File: src/ccsc_pkg.sv
// shared types and constants of the crc codeword stream checker
// no dependencies
`default_nettype none

package ccsc_pkg;

   localparam int MAX_GEN_BITS_DEF = 9;
   localparam int COUNT_BITS_DEF   = 24;

   localparam int DW_MAX   = 8;
   localparam int TOTAL_W  = 24;
   localparam int CSR_IDX_W = 2;
   localparam int CSR_DATA_W = 9;

   localparam logic [CSR_IDX_W-1:0] CSR_GENERATOR      = 2'd0;
   localparam logic [CSR_IDX_W-1:0] CSR_GENERATOR_LEN  = 2'd1;
   localparam logic [CSR_IDX_W-1:0] CSR_DATAWORD_EIGHT = 2'd2;

   localparam logic [8:0] GENERATOR_RESET     = 9'd11;
   localparam logic [3:0] GENERATOR_LEN_RESET = 4'd4;
   localparam logic       DATAWORD_EIGHT_RESET = 1'b0;

   localparam logic RESULT_DATA    = 1'b0;
   localparam logic RESULT_SUMMARY = 1'b1;

   typedef struct packed {
      logic [7:0] in_byte;
      logic       first_byte;
      logic       final_byte;
   } ccsc_req_type;

   typedef struct packed {
      logic               result_kind;
      logic [7:0]         data_byte;
      logic [TOTAL_W-1:0] codeword_total;
      logic [TOTAL_W-1:0] error_total;
      logic               last_result;
   } ccsc_rsp_type;

   typedef struct packed {
      logic [8:0] generator;
      logic [3:0] generator_length;
      logic       dataword_eight;
   } ccsc_cfg_type;

   typedef struct packed {
      logic clear_file;
      logic step_bit;
      logic bit_value;
      logic emit_allowed;
   } ccsc_step_ctrl_type;

   typedef struct packed {
      logic       byte_emit;
      logic [7:0] data_byte;
   } ccsc_step_stat_type;

   typedef enum logic [1:0] {
      ST_IDLE,
      ST_SHIFT,
      ST_PUSH_DATA,
      ST_PUSH_SUM
   } ccsc_state_type;

endpackage

`default_nettype wire

File: src/crc_codeword_stream_checker_core.sv
// crc codeword stream checker: top level with sequencer and configuration registers
// depends on ccsc_pkg, ccsc_step_unit, ccsc_rsp_fifo
//
// usage
// req channel: one file byte per transaction; first_byte marks the padding
// count byte that opens a file, final_byte marks the last byte and asks for a
// summary. rsp channel: recovered data bytes (at most one per request byte)
// and end of file summaries with saturating codeword and error counts.
// csr channel: always ready, index 0 generator, 1 generator length,
// 2 dataword size; write only while no request is in flight.
// timing: a padding count byte needs only the accept state, plus the summary
// push state when it also closes the file; any other byte is accepted, then
// stepped through the bit-serial step unit, one bit per cycle, then each result
// it produces is pushed. each result is registered in the queue before it is on rsp.
// a two-entry result queue sits in front of rsp: a stalled receiver only holds
// up the sequencer once the queue has no room for the next result.
// reset: synchronous; clears the file state and counters, loads the default
// configuration (generator 1011, length 4, 4-bit datawords), empties the queue.
`default_nettype none

module crc_codeword_stream_checker_core #(
   parameter int MAX_GEN_BITS = ccsc_pkg::MAX_GEN_BITS_DEF,
   parameter int COUNT_BITS   = ccsc_pkg::COUNT_BITS_DEF
) (
   input  logic                                clock,
   input  logic                                reset,
   input  logic                                req_valid,
   output logic                                req_ready,
   input  ccsc_pkg::ccsc_req_type              req_payload,
   output logic                                rsp_valid,
   input  logic                                rsp_ready,
   output ccsc_pkg::ccsc_rsp_type              rsp_payload,
   input  logic                                csr_valid,
   output logic                                csr_ready,
   input  logic [ccsc_pkg::CSR_IDX_W-1:0]      csr_index,
   input  logic [ccsc_pkg::CSR_DATA_W-1:0]     csr_wdata
);
   import ccsc_pkg::*;

   ccsc_state_type     state_ff, state_in;
   ccsc_cfg_type       cfg_ff;
   logic [7:0]         byte_ff;
   logic               final_ff;
   logic [2:0]         bit_idx_ff;
   logic               data_pend_ff;
   logic [7:0]         data_byte_ff;

   ccsc_step_ctrl_type ctrl;
   ccsc_step_stat_type stat;
   logic [COUNT_BITS-1:0] cw_count, err_count;
   logic [TOTAL_W-1:0]    cw_total, err_total;

   logic         req_accept;
   logic         push_valid, push_ready;
   ccsc_rsp_type push_entry;

   assign csr_ready  = 1'b1;
   assign req_accept = req_valid && req_ready;

   generate
      if (COUNT_BITS >= TOTAL_W) begin : g_total_trunc
         assign cw_total  = cw_count[TOTAL_W-1:0];
         assign err_total = err_count[TOTAL_W-1:0];
      end else begin : g_total_ext
         assign cw_total  = {{(TOTAL_W-COUNT_BITS){1'b0}}, cw_count};
         assign err_total = {{(TOTAL_W-COUNT_BITS){1'b0}}, err_count};
      end
   endgenerate

   // next state
   always_comb begin
      state_in = state_ff;
      unique case (state_ff)
         ST_IDLE: begin
            if (req_accept) begin
               if (!req_payload.first_byte) begin
                  state_in = ST_SHIFT;
               end else if (req_payload.final_byte) begin
                  state_in = ST_PUSH_SUM;
               end
            end
         end
         ST_SHIFT: begin
            if (bit_idx_ff == 3'd0) begin
               if (data_pend_ff || stat.byte_emit) begin
                  state_in = ST_PUSH_DATA;
               end else if (final_ff) begin
                  state_in = ST_PUSH_SUM;
               end else begin
                  state_in = ST_IDLE;
               end
            end
         end
         ST_PUSH_DATA: begin
            if (push_ready) begin
               state_in = final_ff ? ST_PUSH_SUM : ST_IDLE;
            end
         end
         ST_PUSH_SUM: begin
            if (push_ready) begin
               state_in = ST_IDLE;
            end
         end
         default: state_in = ST_IDLE;
      endcase
   end

   // outputs
   always_comb begin
      req_ready         = 1'b0;
      push_valid        = 1'b0;
      ctrl.clear_file   = 1'b0;
      ctrl.step_bit     = 1'b0;
      ctrl.bit_value    = byte_ff[bit_idx_ff];
      ctrl.emit_allowed = !data_pend_ff;
      push_entry.result_kind    = RESULT_DATA;
      push_entry.data_byte      = data_byte_ff;
      push_entry.codeword_total = '0;
      push_entry.error_total    = '0;
      push_entry.last_result    = !final_ff;
      unique case (state_ff)
         ST_IDLE: begin
            req_ready       = 1'b1;
            ctrl.clear_file = req_valid && req_payload.first_byte;
         end
         ST_SHIFT: begin
            ctrl.step_bit = 1'b1;
         end
         ST_PUSH_DATA: begin
            push_valid = 1'b1;
         end
         ST_PUSH_SUM: begin
            push_valid                = 1'b1;
            push_entry.result_kind    = RESULT_SUMMARY;
            push_entry.data_byte      = '0;
            push_entry.codeword_total = cw_total;
            push_entry.error_total    = err_total;
            push_entry.last_result    = 1'b1;
         end
         default: begin
            req_ready = 1'b0;
         end
      endcase
   end

   always_ff @(posedge clock) begin
      if (reset) begin
         state_ff     <= ST_IDLE;
         data_pend_ff <= 1'b0;
         final_ff     <= 1'b0;
         bit_idx_ff   <= '0;
         cfg_ff.generator        <= GENERATOR_RESET;
         cfg_ff.generator_length <= GENERATOR_LEN_RESET;
         cfg_ff.dataword_eight   <= DATAWORD_EIGHT_RESET;
      end else begin
         state_ff <= state_in;
         if (req_accept) begin
            final_ff     <= req_payload.final_byte;
            bit_idx_ff   <= 3'd7;
            data_pend_ff <= 1'b0;
         end else if (state_ff == ST_SHIFT) begin
            bit_idx_ff <= bit_idx_ff - 3'd1;
            if (stat.byte_emit) begin
               data_pend_ff <= 1'b1;
            end
         end
         if (csr_valid && csr_ready) begin
            unique case (csr_index)
               CSR_GENERATOR:      cfg_ff.generator        <= csr_wdata[8:0];
               CSR_GENERATOR_LEN:  cfg_ff.generator_length <= csr_wdata[3:0];
               CSR_DATAWORD_EIGHT: cfg_ff.dataword_eight   <= csr_wdata[0];
               default: ;
            endcase
         end
      end
   end

   always_ff @(posedge clock) begin
      if (req_accept) begin
         byte_ff <= req_payload.in_byte;
      end
      if (state_ff == ST_SHIFT && stat.byte_emit) begin
         data_byte_ff <= stat.data_byte;
      end
   end

   ccsc_step_unit #(
      .MAX_GEN_BITS (MAX_GEN_BITS),
      .COUNT_BITS   (COUNT_BITS)
   ) u_step (
      .clock     (clock),
      .reset     (reset),
      .cfg       (cfg_ff),
      .ctrl      (ctrl),
      .skip_load (req_payload.in_byte),
      .stat      (stat),
      .cw_count  (cw_count),
      .err_count (err_count)
   );

   ccsc_rsp_fifo u_rsp_fifo (
      .clock      (clock),
      .reset      (reset),
      .push_valid (push_valid),
      .push_ready (push_ready),
      .push_data  (push_entry),
      .pop_valid  (rsp_valid),
      .pop_ready  (rsp_ready),
      .pop_data   (rsp_payload)
   );

endmodule

`default_nettype wire

File: src/ccsc_step_unit.sv
// bit-serial step unit: padding skip, codeword gathering, mod-2 check, data repacking
// depends on ccsc_pkg
`default_nettype none

module ccsc_step_unit #(
   parameter int MAX_GEN_BITS = ccsc_pkg::MAX_GEN_BITS_DEF,
   parameter int COUNT_BITS   = ccsc_pkg::COUNT_BITS_DEF
) (
   input  logic                         clock,
   input  logic                         reset,
   input  ccsc_pkg::ccsc_cfg_type       cfg,
   input  ccsc_pkg::ccsc_step_ctrl_type ctrl,
   input  logic [7:0]                   skip_load,
   output ccsc_pkg::ccsc_step_stat_type stat,
   output logic [COUNT_BITS-1:0]        cw_count,
   output logic [COUNT_BITS-1:0]        err_count
);
   import ccsc_pkg::*;

   localparam int CW_BITS = MAX_GEN_BITS + DW_MAX - 1;
   localparam int CWL_W   = $clog2(CW_BITS + 1);
   localparam int IDX_W   = $clog2(CW_BITS);
   localparam int GLEN_W  = $clog2(MAX_GEN_BITS + 1);

   logic [7:0]            skip_ff, skip_in;
   logic [CW_BITS-1:0]    cw_shift_ff, cw_shift_in;
   logic [4:0]            cw_fill_ff, cw_fill_in;
   logic [15:0]           data_shift_ff, data_shift_in;
   logic [4:0]            data_fill_ff, data_fill_in;
   logic [COUNT_BITS-1:0] cw_count_ff, cw_count_in;
   logic [COUNT_BITS-1:0] err_count_ff, err_count_in;

   logic [GLEN_W-1:0]  glen;
   logic [3:0]         dw;
   logic [CWL_W-1:0]   cwlen;
   logic [CW_BITS-1:0] cw_mask, gen_mask, gen_m, shifted, rem, dtmp;
   logic [4:0]         fill_nx, fill_add, fill_emit;
   logic               cw_done, cw_error;
   logic [7:0]         dbits, byte_out;
   logic [15:0]        ds_add, emit_mask;

   // configuration decode
   always_comb begin
      if (int'(cfg.generator_length) < 2) begin
         glen = GLEN_W'(2);
      end else if (int'(cfg.generator_length) > MAX_GEN_BITS) begin
         glen = GLEN_W'(MAX_GEN_BITS);
      end else begin
         glen = GLEN_W'(cfg.generator_length);
      end
      dw    = cfg.dataword_eight ? 4'd8 : 4'd4;
      cwlen = CWL_W'(dw) + CWL_W'(glen) - CWL_W'(1);
      for (int i = 0; i < CW_BITS; i++) begin
         cw_mask[i]  = (i < int'(cwlen));
         gen_mask[i] = (i < int'(glen));
      end
      gen_m = CW_BITS'(cfg.generator) & gen_mask;
   end

   // codeword gathering and mod-2 division
   always_comb begin
      logic [IDX_W-1:0] pos;
      pos      = '0;
      shifted  = {cw_shift_ff[CW_BITS-2:0], ctrl.bit_value} & cw_mask;
      fill_nx  = cw_fill_ff + 5'd1;
      cw_done  = (int'(fill_nx) >= int'(cwlen));
      rem      = shifted;
      for (int i = 0; i < DW_MAX; i++) begin
         if (i < int'(dw)) begin
            pos = IDX_W'(int'(cwlen) - 1 - i);
            if (rem[pos]) begin
               rem = rem ^ (gen_m << (int'(dw) - 1 - i));
            end
         end
      end
      cw_error = |rem;
   end

   // dataword repacking
   always_comb begin
      dtmp      = shifted >> (int'(glen) - 1);
      dbits     = 8'(dtmp) & (cfg.dataword_eight ? 8'hFF : 8'h0F);
      ds_add    = cfg.dataword_eight ? {data_shift_ff[7:0], dbits}
                                     : {data_shift_ff[11:0], dbits[3:0]};
      fill_add  = data_fill_ff + 5'(dw);
      fill_emit = fill_add - 5'd8;
      byte_out  = 8'(ds_add >> fill_emit);
      for (int i = 0; i < 16; i++) begin
         emit_mask[i] = (i < int'(fill_emit));
      end
   end

   always_comb begin
      skip_in        = skip_ff;
      cw_shift_in    = cw_shift_ff;
      cw_fill_in     = cw_fill_ff;
      data_shift_in  = data_shift_ff;
      data_fill_in   = data_fill_ff;
      cw_count_in    = cw_count_ff;
      err_count_in   = err_count_ff;
      stat.byte_emit = 1'b0;
      stat.data_byte = byte_out;
      if (ctrl.clear_file) begin
         skip_in       = skip_load;
         cw_shift_in   = '0;
         cw_fill_in    = '0;
         data_shift_in = '0;
         data_fill_in  = '0;
         cw_count_in   = '0;
         err_count_in  = '0;
      end else if (ctrl.step_bit) begin
         if (skip_ff != 8'd0) begin
            skip_in = skip_ff - 8'd1;
         end else if (!cw_done) begin
            cw_shift_in = shifted;
            cw_fill_in  = fill_nx;
         end else begin
            cw_shift_in = '0;
            cw_fill_in  = '0;
            if (cw_count_ff != '1) begin
               cw_count_in = cw_count_ff + COUNT_BITS'(1);
            end
            if (cw_error && err_count_ff != '1) begin
               err_count_in = err_count_ff + COUNT_BITS'(1);
            end
            if (fill_add >= 5'd8 && ctrl.emit_allowed) begin
               stat.byte_emit = 1'b1;
               data_fill_in   = fill_emit;
               data_shift_in  = ds_add & emit_mask;
            end else if (fill_add > 5'd12) begin
               data_fill_in  = 5'd12;
               data_shift_in = ds_add & 16'h0FFF;
            end else begin
               data_fill_in  = fill_add;
               data_shift_in = ds_add;
            end
         end
      end
   end

   always_ff @(posedge clock) begin
      if (reset) begin
         skip_ff       <= '0;
         cw_shift_ff   <= '0;
         cw_fill_ff    <= '0;
         data_shift_ff <= '0;
         data_fill_ff  <= '0;
         cw_count_ff   <= '0;
         err_count_ff  <= '0;
      end else begin
         skip_ff       <= skip_in;
         cw_shift_ff   <= cw_shift_in;
         cw_fill_ff    <= cw_fill_in;
         data_shift_ff <= data_shift_in;
         data_fill_ff  <= data_fill_in;
         cw_count_ff   <= cw_count_in;
         err_count_ff  <= err_count_in;
      end
   end

   assign cw_count  = cw_count_ff;
   assign err_count = err_count_ff;

endmodule

`default_nettype wire

File: src/ccsc_rsp_fifo.sv
// two-entry result queue between the sequencer and the rsp channel
// depends on ccsc_pkg
`default_nettype none

module ccsc_rsp_fifo (
   input  logic                   clock,
   input  logic                   reset,
   input  logic                   push_valid,
   output logic                   push_ready,
   input  ccsc_pkg::ccsc_rsp_type push_data,
   output logic                   pop_valid,
   input  logic                   pop_ready,
   output ccsc_pkg::ccsc_rsp_type pop_data
);
   import ccsc_pkg::*;

   localparam logic [1:0] DEPTH = 2'd2;

   ccsc_rsp_type entry_ff [2];
   logic [1:0]   count_ff, count_in;
   logic         wr_ptr_ff, rd_ptr_ff;
   logic         push, pop;

   assign push_ready = (count_ff != DEPTH);
   assign pop_valid  = (count_ff != 2'd0);
   assign push       = push_valid && push_ready;
   assign pop        = pop_valid && pop_ready;
   assign pop_data   = entry_ff[rd_ptr_ff];

   always_comb begin
      count_in = count_ff;
      if (push && !pop) begin
         count_in = count_ff + 2'd1;
      end else if (pop && !push) begin
         count_in = count_ff - 2'd1;
      end
   end

   always_ff @(posedge clock) begin
      if (reset) begin
         count_ff  <= '0;
         wr_ptr_ff <= 1'b0;
         rd_ptr_ff <= 1'b0;
      end else begin
         count_ff <= count_in;
         if (push) begin
            wr_ptr_ff <= !wr_ptr_ff;
         end
         if (pop) begin
            rd_ptr_ff <= !rd_ptr_ff;
         end
      end
   end

   always_ff @(posedge clock) begin
      if (push) begin
         entry_ff[wr_ptr_ff] <= push_data;
      end
   end

endmodule

`default_nettype wire

File: config.mk
export PLATFORM = sky130hd
export DESIGN_NAME = crc_codeword_stream_checker_core
export DESIGN_NICKNAME = d
export VERILOG_FILES = /design/src/ccsc_pkg.sv /design/src/crc_codeword_stream_checker_core.sv /design/src/ccsc_step_unit.sv /design/src/ccsc_rsp_fifo.sv
export SDC_FILE = /design/constraint.sdc
export NUM_CORES = 1
export LEC_CHECK = 0
export ABC_AREA = 1
export ABC_CLOCK_PERIOD_IN_PS = 8990
export BUFFER_PORTS_ARGS = -buffer_cell sky130_fd_sc_hd__buf_2
export CORE_MARGIN = 3
export CORE_UTILIZATION = 55
export CTS_BUF_LIST = sky130_fd_sc_hd__clkbuf_4
export CTS_CLUSTER_SIZE = 24
export DETAILED_ROUTE_END_ITERATION = 12
export PLACE_DENSITY = 0.76
export SYNTH_ARGS = -nofsm -noshare
export SYNTH_HDL_FRONTEND = slang
export SYNTH_SLANG_ARGS = --single-unit
export TNS_END_PERCENT = 50
File: constraint.sdc
create_clock -name clock -period 8.99 [get_ports clock]
set_input_delay 0.899 -clock clock [delete_from_list [all_inputs] [get_ports clock]]
set_output_delay 0.899 -clock clock [all_outputs]
set_load 0.01 [all_outputs]
# Yosys cells after proc, flatten, opt, wreduce, memory -nomap -nowiden
# Memory sizes are Yosys's and may differ from the RTL's. A register that Yosys moved wholly into a read port is not among the register bits.
# Index checks and enable logic that the tools add are counted.
[word_totals] ramBits=116 mem_count=1 out_inout_bits=61 reg_bits=134 input_bits=26
[memory_table] name="u_rsp_fifo.entry_ff" depth=2 word_bits=58 read_ports=1 rd_ports_with_merged_regs=1 wr=1 line_no="ccsc_rsp_fifo.sv:19" text="ccsc_rsp_type entry_ff [2];"
[op_classes] eq_ne=13 n_bitwise=13 mux=74 add_sub_neg=28 shift=10 reduce_logical=39 magnitude_cmp=65
[ops] cell="16-bit 2-to-1 mux" n=17
[ops] cell="16-bit by 32-bit left shift with 16-bit output" n=8
[ops] cell="32-bit by 4-bit subtractor with 32-bit output (second input constant)" n=4
[ops] cell="16-bit XOR" n=8
[ops] cell="32-bit by 3-bit subtractor with 32-bit output (second input constant)" n=2
[ops] cell="4-bit by 5-bit < comparator with 1-bit output (first input constant)" n=12
[ops] cell="58-bit 2-to-1 mux" n=1
[ops] cell="24-bit by 1-bit adder with 24-bit output (second input constant)" n=2
[ops] cell="24-bit inequality test (second input constant)" n=2
[ops] cell="3-bit by 5-bit < comparator with 1-bit output (first input constant)" n=8
[ops] cell="4-bit by 5-bit < comparator with 1-bit output (second input constant)" n=8
[ops] cell="1-bit binary-select mux with 4-bit select" n=8
[ops] cell="3-bit by 4-bit < comparator with 1-bit output (first input constant)" n=8
[ops] cell="8-bit 2-to-1 mux" n=4
[ops] cell="16-bit by 32-bit >> shifter with 8-bit output" n=1
[ops] cell="32-bit by 2-bit subtractor with 32-bit output (second input constant)" n=1
[ops] cell="4-bit < comparator (first input constant)" n=7
[ops] cell="1-bit 2-to-1 mux" n=22
[ops] cell="1-bit by 5-bit < comparator with 1-bit output (first input constant)" n=4
[ops] cell="2-bit by 5-bit < comparator with 1-bit output (first input constant)" n=4
[ops] cell="2-bit 2-to-1 mux" n=10
[ops] cell="16-bit bitwise AND" n=1
[ops] cell="1-bit by 4-bit < comparator with 1-bit output (first input constant)" n=4
[ops] cell="2-bit by 4-bit < comparator with 1-bit output (first input constant)" n=4
[ops] cell="50 further kinds" n=92

# Longest topological paths before layout
# Gate-level depths: netlist of the first run.
[logic_depth] depth_word=42 ltp_mapped=91 mapped_depth_nobuf=80

# Cells and area by module
# Synthesis of the first run repeated with hierarchy kept, for this count alone.
[unflattened] cells_unflattened=2183 hier_area_um2=16253.1
[modules_own_cells] mod="ccsc_step_unit" area_each_um2=9808.2 seq_area_each_um2=1821.7 n_inst=1 cells_per_inst=1680
[modules_own_cells] mod="ccsc_rsp_fifo" area_each_um2=4499.3 seq_area_each_um2=3583.4 n_inst=1 cells_per_inst=217
[modules_own_cells] mod="crc_codeword_stream_checker_core" area_each_um2=1945.6 seq_area_each_um2=900.9 n_inst=1 cells_per_inst=286

# Least setup slack after synthesis of the first run
# Ideal clock, no wire load.
[synth_timing] kind="flip-flop to flip-flop" startpoint="reg cfg_ff[4] (netlist bit)" endpoint="reg u_step.err_count_ff[17] (netlist: u_step.err_count[17])" t_arrival_ns=8.544 stages_incl_launch_ff=83 path_buffers=13 slack_ns=0.391 cell_sequence="dfxtp_1 buf_6 nand2_1 nand3_2 nand2_2 buf_8 inv_4 buf_6 buf_6 buf_6 buf_6 buf_6 ha_1 inv_1 fa_1 buf_4 nor2_1 inv_1 [47 not listed] nand2_2 nand2_1 nand2_1 nor2_2 nand2_4 nand2_4 nand2_1 nand2_1 inv_2 nand2_1 nor2_2 nand3_4 buf_6 nand4_1 nand2_1 nand2_1 nand2_1 inv_1"
[synth_via] elab_chain_len=42 word_cells_on_any_way=99
[synth_lines] item="start, declared" line_no="crc_codeword_stream_checker_core.sv:41" text="ccsc_cfg_type cfg_ff;"
[synth_lines] item="4-bit greater-than comparator" line_no="ccsc_step_unit.sv:46" text="end else if (int'(cfg.generator_length) > MAX_GEN_BITS) begin"
[synth_lines] item="4-bit 2-to-1 mux" line_no="ccsc_step_unit.sv:46"
[synth_lines] item="4-bit 2-to-1 mux (*)" line_no="ccsc_step_unit.sv:44" text="if (int'(cfg.generator_length) < 2) begin"
[synth_lines] item="4-bit by 4-bit adder with 5-bit output" line_no="ccsc_step_unit.sv:52" text="cwlen = CWL_W'(dw) + CWL_W'(glen) - CWL_W'(1);"
[synth_lines] item="5-bit by 1-bit subtractor with 5-bit output" line_no="ccsc_step_unit.sv:52"
[synth_lines] item="1-bit by 5-bit < comparator with 1-bit output, or another cell as far along" line_no="ccsc_step_unit.sv:54" text="cw_mask[i] = (i < int'(cwlen));"
[synth_lines] item="16-bit bitwise AND" line_no="ccsc_step_unit.sv:64" text="shifted = {cw_shift_ff[CW_BITS-2:0], ctrl.bit_value} & cw_mask;"
[synth_lines] item="1-bit binary-select mux with 4-bit select" line_no="ccsc_step_unit.sv:71" text="if (rem[pos]) begin"
[synth_lines] item="[26 not listed]"
[synth_lines] item="16-bit 2-to-1 mux" line_no="ccsc_step_unit.sv:69" text="if (i < int'(dw)) begin"
[synth_lines] item="1-bit binary-select mux with 4-bit select" line_no="ccsc_step_unit.sv:71"
[synth_lines] item="1-bit 2-to-1 mux (implied by the code)" line_no="ccsc_step_unit.sv:71"
[synth_lines] item="16-bit 2-to-1 mux" line_no="ccsc_step_unit.sv:71"
[synth_lines] item="16-bit 2-to-1 mux" line_no="ccsc_step_unit.sv:69"
[synth_lines] item="16-bit OR reduction" line_no="ccsc_step_unit.sv:76" text="cw_error = |rem;"
[synth_lines] item="1-bit logical AND" line_no="ccsc_step_unit.sv:123" text="if (cw_error && err_count_ff != '1) begin"
[synth_lines] item="4-bit AND reduction (no source line) (*)"
[synth_lines] item="end signal, assigned" line_no="ccsc_step_unit.sv:157" text="err_count_ff <= err_count_in;"
[synth_lines] item="end, declared" line_no="ccsc_step_unit.sv:31" text="logic [COUNT_BITS-1:0] err_count_ff, err_count_in;"
# Every way passes the cells marked *; elsewhere a longest branch is shown, timed or not. The select of a mux whose other input is x is not followed.
# A chain may end at the register's enable or synchronous reset.

# Final worst setup path of the first run
[layout_timing] startpoint="reg cfg_ff[3] (netlist bit)" endpoint="reg u_step.err_count_ff[20] (netlist: u_step.err_count[20])"
# The elaborated chain is that of the path after synthesis.

==> results.toml, run 1 <==
[outcome]
outcome = "finished clean"

[worst_hold_path]
worstHoldStart = "req_payload[5]"
min_path_type = "input pin to register"
hold_depth = 1
holdPathEnd = "byte_ff[3]"

[clock_tree]
h-tree-depth = 2
clock_path_buffers = 3
holdBufCountCts = 0
cts_tree = "done"
clock_latency_ns = 0.67
path_clk_slew_ns = 0.08
cts_root_buf = "clkbuf_4"
cts.sinks = 249
cts_buffers = 57

[placement]
place_congestion = 1.00
dp_hpwl_um = 32000
port-buffer-count = 85

[sta]
maxSlewViolCount = 0
max_freq_ghz = 0.112
slew_headroom = 0.301
worst_slew_pin_slew_ns = 1.04
setup_violations = 0
period_needed_ns = 8.92
hold_viol = 0
skew_ns = 0.0398
rsz0062_at_grt = "yes"
whs_ns = 0.434
post-route-period-util = 0.993

[route]
drt_pre_antenna_iters = 5
drc = 0
vias = 15476
antenna_left = 0
wire_per_inst_um = 16.9
totalWireLength_um = 46200
vias_per_cell = 5.67
drt_iter0_markers = 1437

[floorplan]
fp.coreArea_um2 = 28900
die_height_um = 178
dieArea_um2 = 31600
row_count = 62
die_w_um = 178
start_util = 0.562
ios = 87

[grt]
antenna_found_initial = 1
grt_max_degree = 59
grt_pass1_vias = 14170
grt_overflow_total = 0
grt_usage = 0.272
grt_first_pass_wirelength_um = 70000

[worst_setup_path]
reg2reg_to = "u_step.err_count[20]"
critPathKind = "register to register"
ff2ff_setup_slack_ns = 0.07
cp_top_family = "simple AND/OR/NAND/NOR gates"
cp_slowest_stage_delay_ns = 0.66
cp_max_fo = 8
cp_slowest_cell = "fa_2"
r2r_cells = 71
cp-start-kind = "register"
critPathArrivalTime_ns = 9.49
rr_startpoint = "cfg_ff[3]"
cp.buffers_inverters = 11
endpoint_kind = "register"
required_ns = 9.55

[power]
fin_total_pwr_mw = 7.32
peakVddDrop_mv = 0.475
p_per_area_nw_per_um2 = 380
leakagePower_nw = 8.17

[yosys]
synth_top_area_cell = "edfxtp_1"
ys_types = 60
syn_nets = 2166
ys.flop_type = "edfxtp_1"
syn_area_um2 = 16200
synth_top_area_share = 0.244
synthTopCellsByArea = "edfxtp_1 24%, dfxtp_1 14%, nand2_1 10%, nand3_1 6.4%, inv_1 5.8%"
synth_edf_count = 132
syn_inst = 2108
avgSynthCellArea_um2 = 7.70
seq_area_frac_synth = 0.388
ys_async_sr_fraction = 0
ys_ff_latch = 249
yosysWarnings = 0

[finish]
layout-drive-gt1-share = 0.264
fin_nets = 2355
area_delta_synth_final_pct = 18.8

[flow_run]
maxCapViolCount = 0
[state kept, by name, indices dropped and copies added (netlist names), 2 cells and up, named ones only]
name                  cells
bit_idx_ff                3
byte_ff                   8
cfg_ff                   14
data_byte_ff              8
state_ff                  2
u_rsp_fifo.count_ff       2
u_rsp_fifo.entry_ff     116
u_step.cw_count          24
u_step.cw_fill_ff         5
u_step.cw_shift_ff       15
u_step.data_fill_ff       3
u_step.data_shift_ff     12
u_step.err_count         24
u_step.skip_ff            8
[how the worst max path moves through the flow]
| stage | start | end | slack, ns | depth (start not counted) |
|---|---|---|---|---|
| after floorplan | cfg_ff[4] | u_step.err_count[17] | 0.39 | 82 |
| after CTS | cfg_ff[4] | u_step.err_count[17] | 0.02 | 72 |
| after detailed placement | cfg_ff[4] | u_step.err_count[17] | -0.32 | 77 |
| after global routing | cfg_ff[4] | u_step.err_count[18] | -0.47 | 73 |
| after global placement | cfg_ff[4] | u_step.err_count[17] | -0.1 | 74 |
| final | cfg_ff[3] | u_step.err_count[20] | 0.07 | 71 |
[where the power goes]
part	total [mW]	switching, mW	leakage (nW)	internal, mW
clock network	0.879	0.429	0.433	0.450
logic	5.03	3.22	5.58	1.81
registers	1.41	0.0545	2.16	1.36
total	7.32	3.71	8.17	3.62
[layer usage]
layer | vias to the layer above | part of all wire | global-route usage
li1 | 7439 | - | -
met1 | 7145 | 0.39 | 0.336
met2 | 702 | 0.48 | 0.472
met3 | 190 | 0.074 | 0.0355
met4 | 0 | 0.052 | 0.128
met5 | - | 0 | 0
[through the flow]
stage	cells	instance area [um2]	util	TNS, ns	worst slack, ns
2_1_floorplan	2108	16200	-	0	0.391
3_3_place_gp	2570	17200	0.595	-0.585	-0.0972
3_5_place_dp	2570	17200	0.595	-4.78	-0.320
4_1_cts	2685	18100	0.627	0	0.0158
5_1_grt	2730	19300	0.668	-8.66	-0.468
6_report	2730	19300	0.668	0	0.0664
[timing repair]
item | in CTS | in global routing
hold endpoints to repair | 0 | 0
setup buffers | 10 | 26
gates resized for setup | 17 | 198
gates cloned | 1 | 15
endpoints found under the setup margin | 24 | 24
pin swaps | 13 | 99
[cells by family (layout without fill, tap and decap cells)]
| logic type | count (synthesis) | count (layout) | synth area share |
|---|---|---|---|
| adders and majority gates | 32 | 32 | 0.0256 |
| DFF | 249 | 249 | 0.388 |
| buffers and inverters | 344 | 564 | 0.0938 |
| muxes | 60 | 60 | 0.0415 |
| xor gates and xnor gates | 100 | 100 | 0.0549 |
| other | 1 | 5 | 0.000231 |
| and+or+nand+nor | 1018 | 1032 | 0.288 |
| AOI/OAI and AO/OA | 304 | 304 | 0.107 |
[cells in the final DEF (no fill, tap or decap), types with 17 or more instances in the layout]
| cell | n |
|---|---|
| nand4_1 | 22 |
| nor2_1 | 185 |
| buf_6 | 18 |
| o211ai_1 | 18 |
| clkinv_1 | 17 |
| clkbuf_4 | 89 |
| nand2_2 | 86 |
| mux2_2 | 58 |
| o21ai_0 | 89 |
| nand3_2 | 65 |
| inv_1 | 244 |
| nand3_1 | 143 |
| buf_4 | 82 |
| ha_1 | 27 |
| dfxtp_1 | 111 |
| nand2_1 | 390 |
| xor2_1 | 87 |
| nand3b_1 | 17 |
| edfxtp_1 | 132 |
| nand2_4 | 26 |
| nor3_1 | 32 |
| buf_2 | 85 |
| a31oi_1 | 18 |
| o21ai_1 | 18 |
| a21oi_1 | 103 |
[Yosys cell counts (all sizes together), types with 3 or more instances]
| library cell | n |
|---|---|
| mux2 | 58 |
| a21oi | 110 |
| clkbuf | 32 |
| clkinv | 5 |
| nand4 | 22 |
| a221oi | 3 |
| xor2 | 88 |
| nand3 | 221 |
| o21ai | 114 |
| nand3b | 17 |
| nor4 | 5 |
| o31ai | 4 |
| inv | 266 |
| o211ai | 18 |
| o21bai | 5 |
| a211oi | 4 |
| xnor2 | 12 |
| and2 | 9 |
| dfxtp | 117 |
| nor3 | 33 |
| ha | 30 |
| o22ai | 7 |
| nor2 | 210 |
| a22oi | 10 |
| a31oi | 19 |
| edfxtp | 132 |
| nand2 | 498 |
| buf | 41 |
[cell type report]
cell class | count | area, um2
multi-input cells | 1529 | 9390
flip-flops and latches | 249 | 6320
fillers | 2410 | 9580
inverters | 271 | 1030
well taps | 384 | 480
diodes | 4 | 10.0
clock inverters | 15 | 65.1
repair buffers | 189 | 1320
clock buffers | 89 | 668
Power figures use the tool's default switching activity.
==> inputs of run 2 (changes only) <==
--- a/config.mk
+++ b/config.mk
@@ -6,7 +6,7 @@
 export NUM_CORES = 1
 export LEC_CHECK = 0
 export ABC_AREA = 1
-export ABC_CLOCK_PERIOD_IN_PS = 8990
+export ABC_CLOCK_PERIOD_IN_PS = 8200
 export BUFFER_PORTS_ARGS = -buffer_cell sky130_fd_sc_hd__buf_2
 export CORE_MARGIN = 3
 export CORE_UTILIZATION = 55
==> constraint.sdc (replaced) <==
create_clock -name clock -period 8.2 [get_ports clock]
set_input_delay 0.41 -clock clock [delete_from_list [all_inputs] [get_ports clock]]
set_output_delay 0.41 -clock clock [all_outputs]
set_load 0.01 [all_outputs]
==> run 2 against run 1 <==
Effect of this change:
- the run now ends with setup timing left
- first-iteration DRC count down 8.4%
- via count rose by 4.9%
- worst hold slack worse by 0.39 ns
- clock power up 12%
- clock-buffer cell count decreased by 12
- highest routed layer unchanged
==> results.toml, run 2 (same netlist as run 1, synthesis figures left out) <==
[finish]
largest_reg_flops = 116
finish.instance_area_um2 = 21100
layout_common_cells = "359 x nand2_1, 257 x buf_4, 242 x inv_1, 188 x nor2_1, 132 x edfxtp_1"
fin_util = 0.731
layout_commonest_cell = "nand2_1"
layout-drive-gt1-share = 0.336
top_register = "u_rsp_fifo.entry_ff"
stdcell_count = 2919
area_delta_synth_final_pct = 29.9
fin_nets = 2546

[power]
combPwrFrac = 0.740
peakVddDrop_mv = 0.838
internal_power_mw = 5.19
switching_share = 0.469
p_per_area_nw_per_um2 = 463
fin_total_pwr_mw = 9.76
leakagePower_nw = 9.18
power.switching_mw = 4.58
seqPwrFrac = 0.159
clkPwrFrac = 0.101

[worst_hold_path]
holdPathEnd = "final_ff"
hold_depth = 3
worstHoldStart = "req_payload[0]"
min_path_type = "input pin to register"

[clock_tree]
cts_root_buf = "clkbuf_4"
clock_path_buffers = 3
cts_buffers = 55
h-tree-depth = 2
cts.sinks = 249
clock_latency_ns = 0.67
cts_tree = "done"
path_clk_slew_ns = 0.07

[worst_setup_path]
cp_slowest_stage_delay_ns = 0.51
cp-start-kind = "register"
cp_slowest_cell = "fa_2"
endpoint_kind = "register"
rr_startpoint = "cfg_ff[4]"
critPathKind = "register to register"
r2r_cells = 69
required_ns = 8.76
ff2ff_setup_slack_ns = -0.64
critPathArrivalTime_ns = 9.40
reg2reg_to = "u_step.err_count[4]"
cp_max_fo = 8

[route]
vias_per_cell = 5.56
drt_iter0_markers = 1316
antenna_left = 0
drt_pre_antenna_iters = 7
vias = 16229
totalWireLength_um = 49500
drc = 0
wire_per_inst_um = 17.0

[placement]
dp_slack_ns = -0.663
dp_hpwl_um = 33700
port-buffer-count = 85
placed_area_um2 = 18600
dp.cells = 2745
place_congestion = 1.02

[grt]
grt_overflow_total = 0
grt_first_pass_wirelength_um = 75700
antenna_found_initial = 1
grt_usage = 0.295
grt_pass1_vias = 15483
grt_max_degree = 59

[sta]
post-route-period-util = 1.08
setup_ws_ns = -0.641
setup_violations = 24
skew_ns = 0.0373
max_freq_ghz = 0.113
period_needed_ns = 8.84
slew_headroom = 0.279
hold_viol = 0
whs_ns = 0.0489
worst_slew_pin_slew_ns = 1.08
finalSetupTns_ns = -13.81
maxSlewViolCount = 0
rsz0062_at_grt = "yes"

[flow_run]
maxCapViolCount = 0

[outcome]
outcome = "finished with violations"
violations = "setup timing"

[floorplan]
die_w_um = 178
die_height_um = 178
dieArea_um2 = 31600
fp.coreArea_um2 = 28900
ios = 87
start_util = 0.562
row_count = 62
## run 2: worst max path at each step
stage / start / end / slack (ns) / cells past startpoint
after floorplan: cfg_ff[4] / u_step.err_count[17] / -0.21 / 90
after global placement: cfg_ff[3] / u_step.err_count[10] / -0.39 / 75
after detailed placement: cfg_ff[3] / u_step.err_count[4] / -0.66 / 76
after CTS: cfg_ff[4] / u_step.err_count[10] / -0.28 / 77
after global routing: cfg_ff[4] / u_step.err_count[4] / -1.07 / 72
final: cfg_ff[4] / u_step.err_count[4] / -0.64 / 69
## run 2: cell type report
class / instances / area [um2]
diodes: 1 / 2.50
clock buffers: 77 / 578
clock inverters: 26 / 163
fillers: 2180 / 7770
inverters: 271 / 1050
multi-input cells: 1530 / 9680
flip-flops and latches: 249 / 6320
well taps: 384 / 480
repair buffers: 381 / 2810
## run 2: repair_timing
item	CTS	global route
pin swaps	36	88
gates resized for setup	43	214
hold endpoints to repair	16	0
cloned	11	6
buffers inserted	11	26
hold buffers	16	0
setup endpoints to repair	24	24
## run 2: per-layer routing
layer	track usage	part of all wire	wire, um	vias to the layer above
met3	0.0319	0.058	2850	181
met1	0.356	0.40	19700	7552
li1	-	-	-	7819
met4	0.128	0.049	2410	0
met5	0	0	0	-
met2	0.529	0.50	24600	677
## run 2: power by group through the flow
| stage | Clock, mW | Combinational (mW) | Sequential, mW |
|---|---|---|---|
| after floorplan | 0 | 3.63 | 1.57 |
| after global placement | 0 | 5.78 | 1.57 |
| after detailed placement | 0 | 5.85 | 1.58 |
| after CTS | 1.00 | 6.21 | 1.55 |
| after global routing | 1.06 | 7.80 | 1.57 |
| final | 0.988 | 7.22 | 1.55 |
## run 2: worst max-delay path, delay by kind of cell (launching register included)
family | cells | cell delay, ns
compound gates | 3 | 0.36
xor+xnor | 1 | 0.16
fa+ha+maj | 2 | 0.65
buf+inv | 10 | 1.28
flops | 1 | 0.39
simple gates | 53 | 5.83
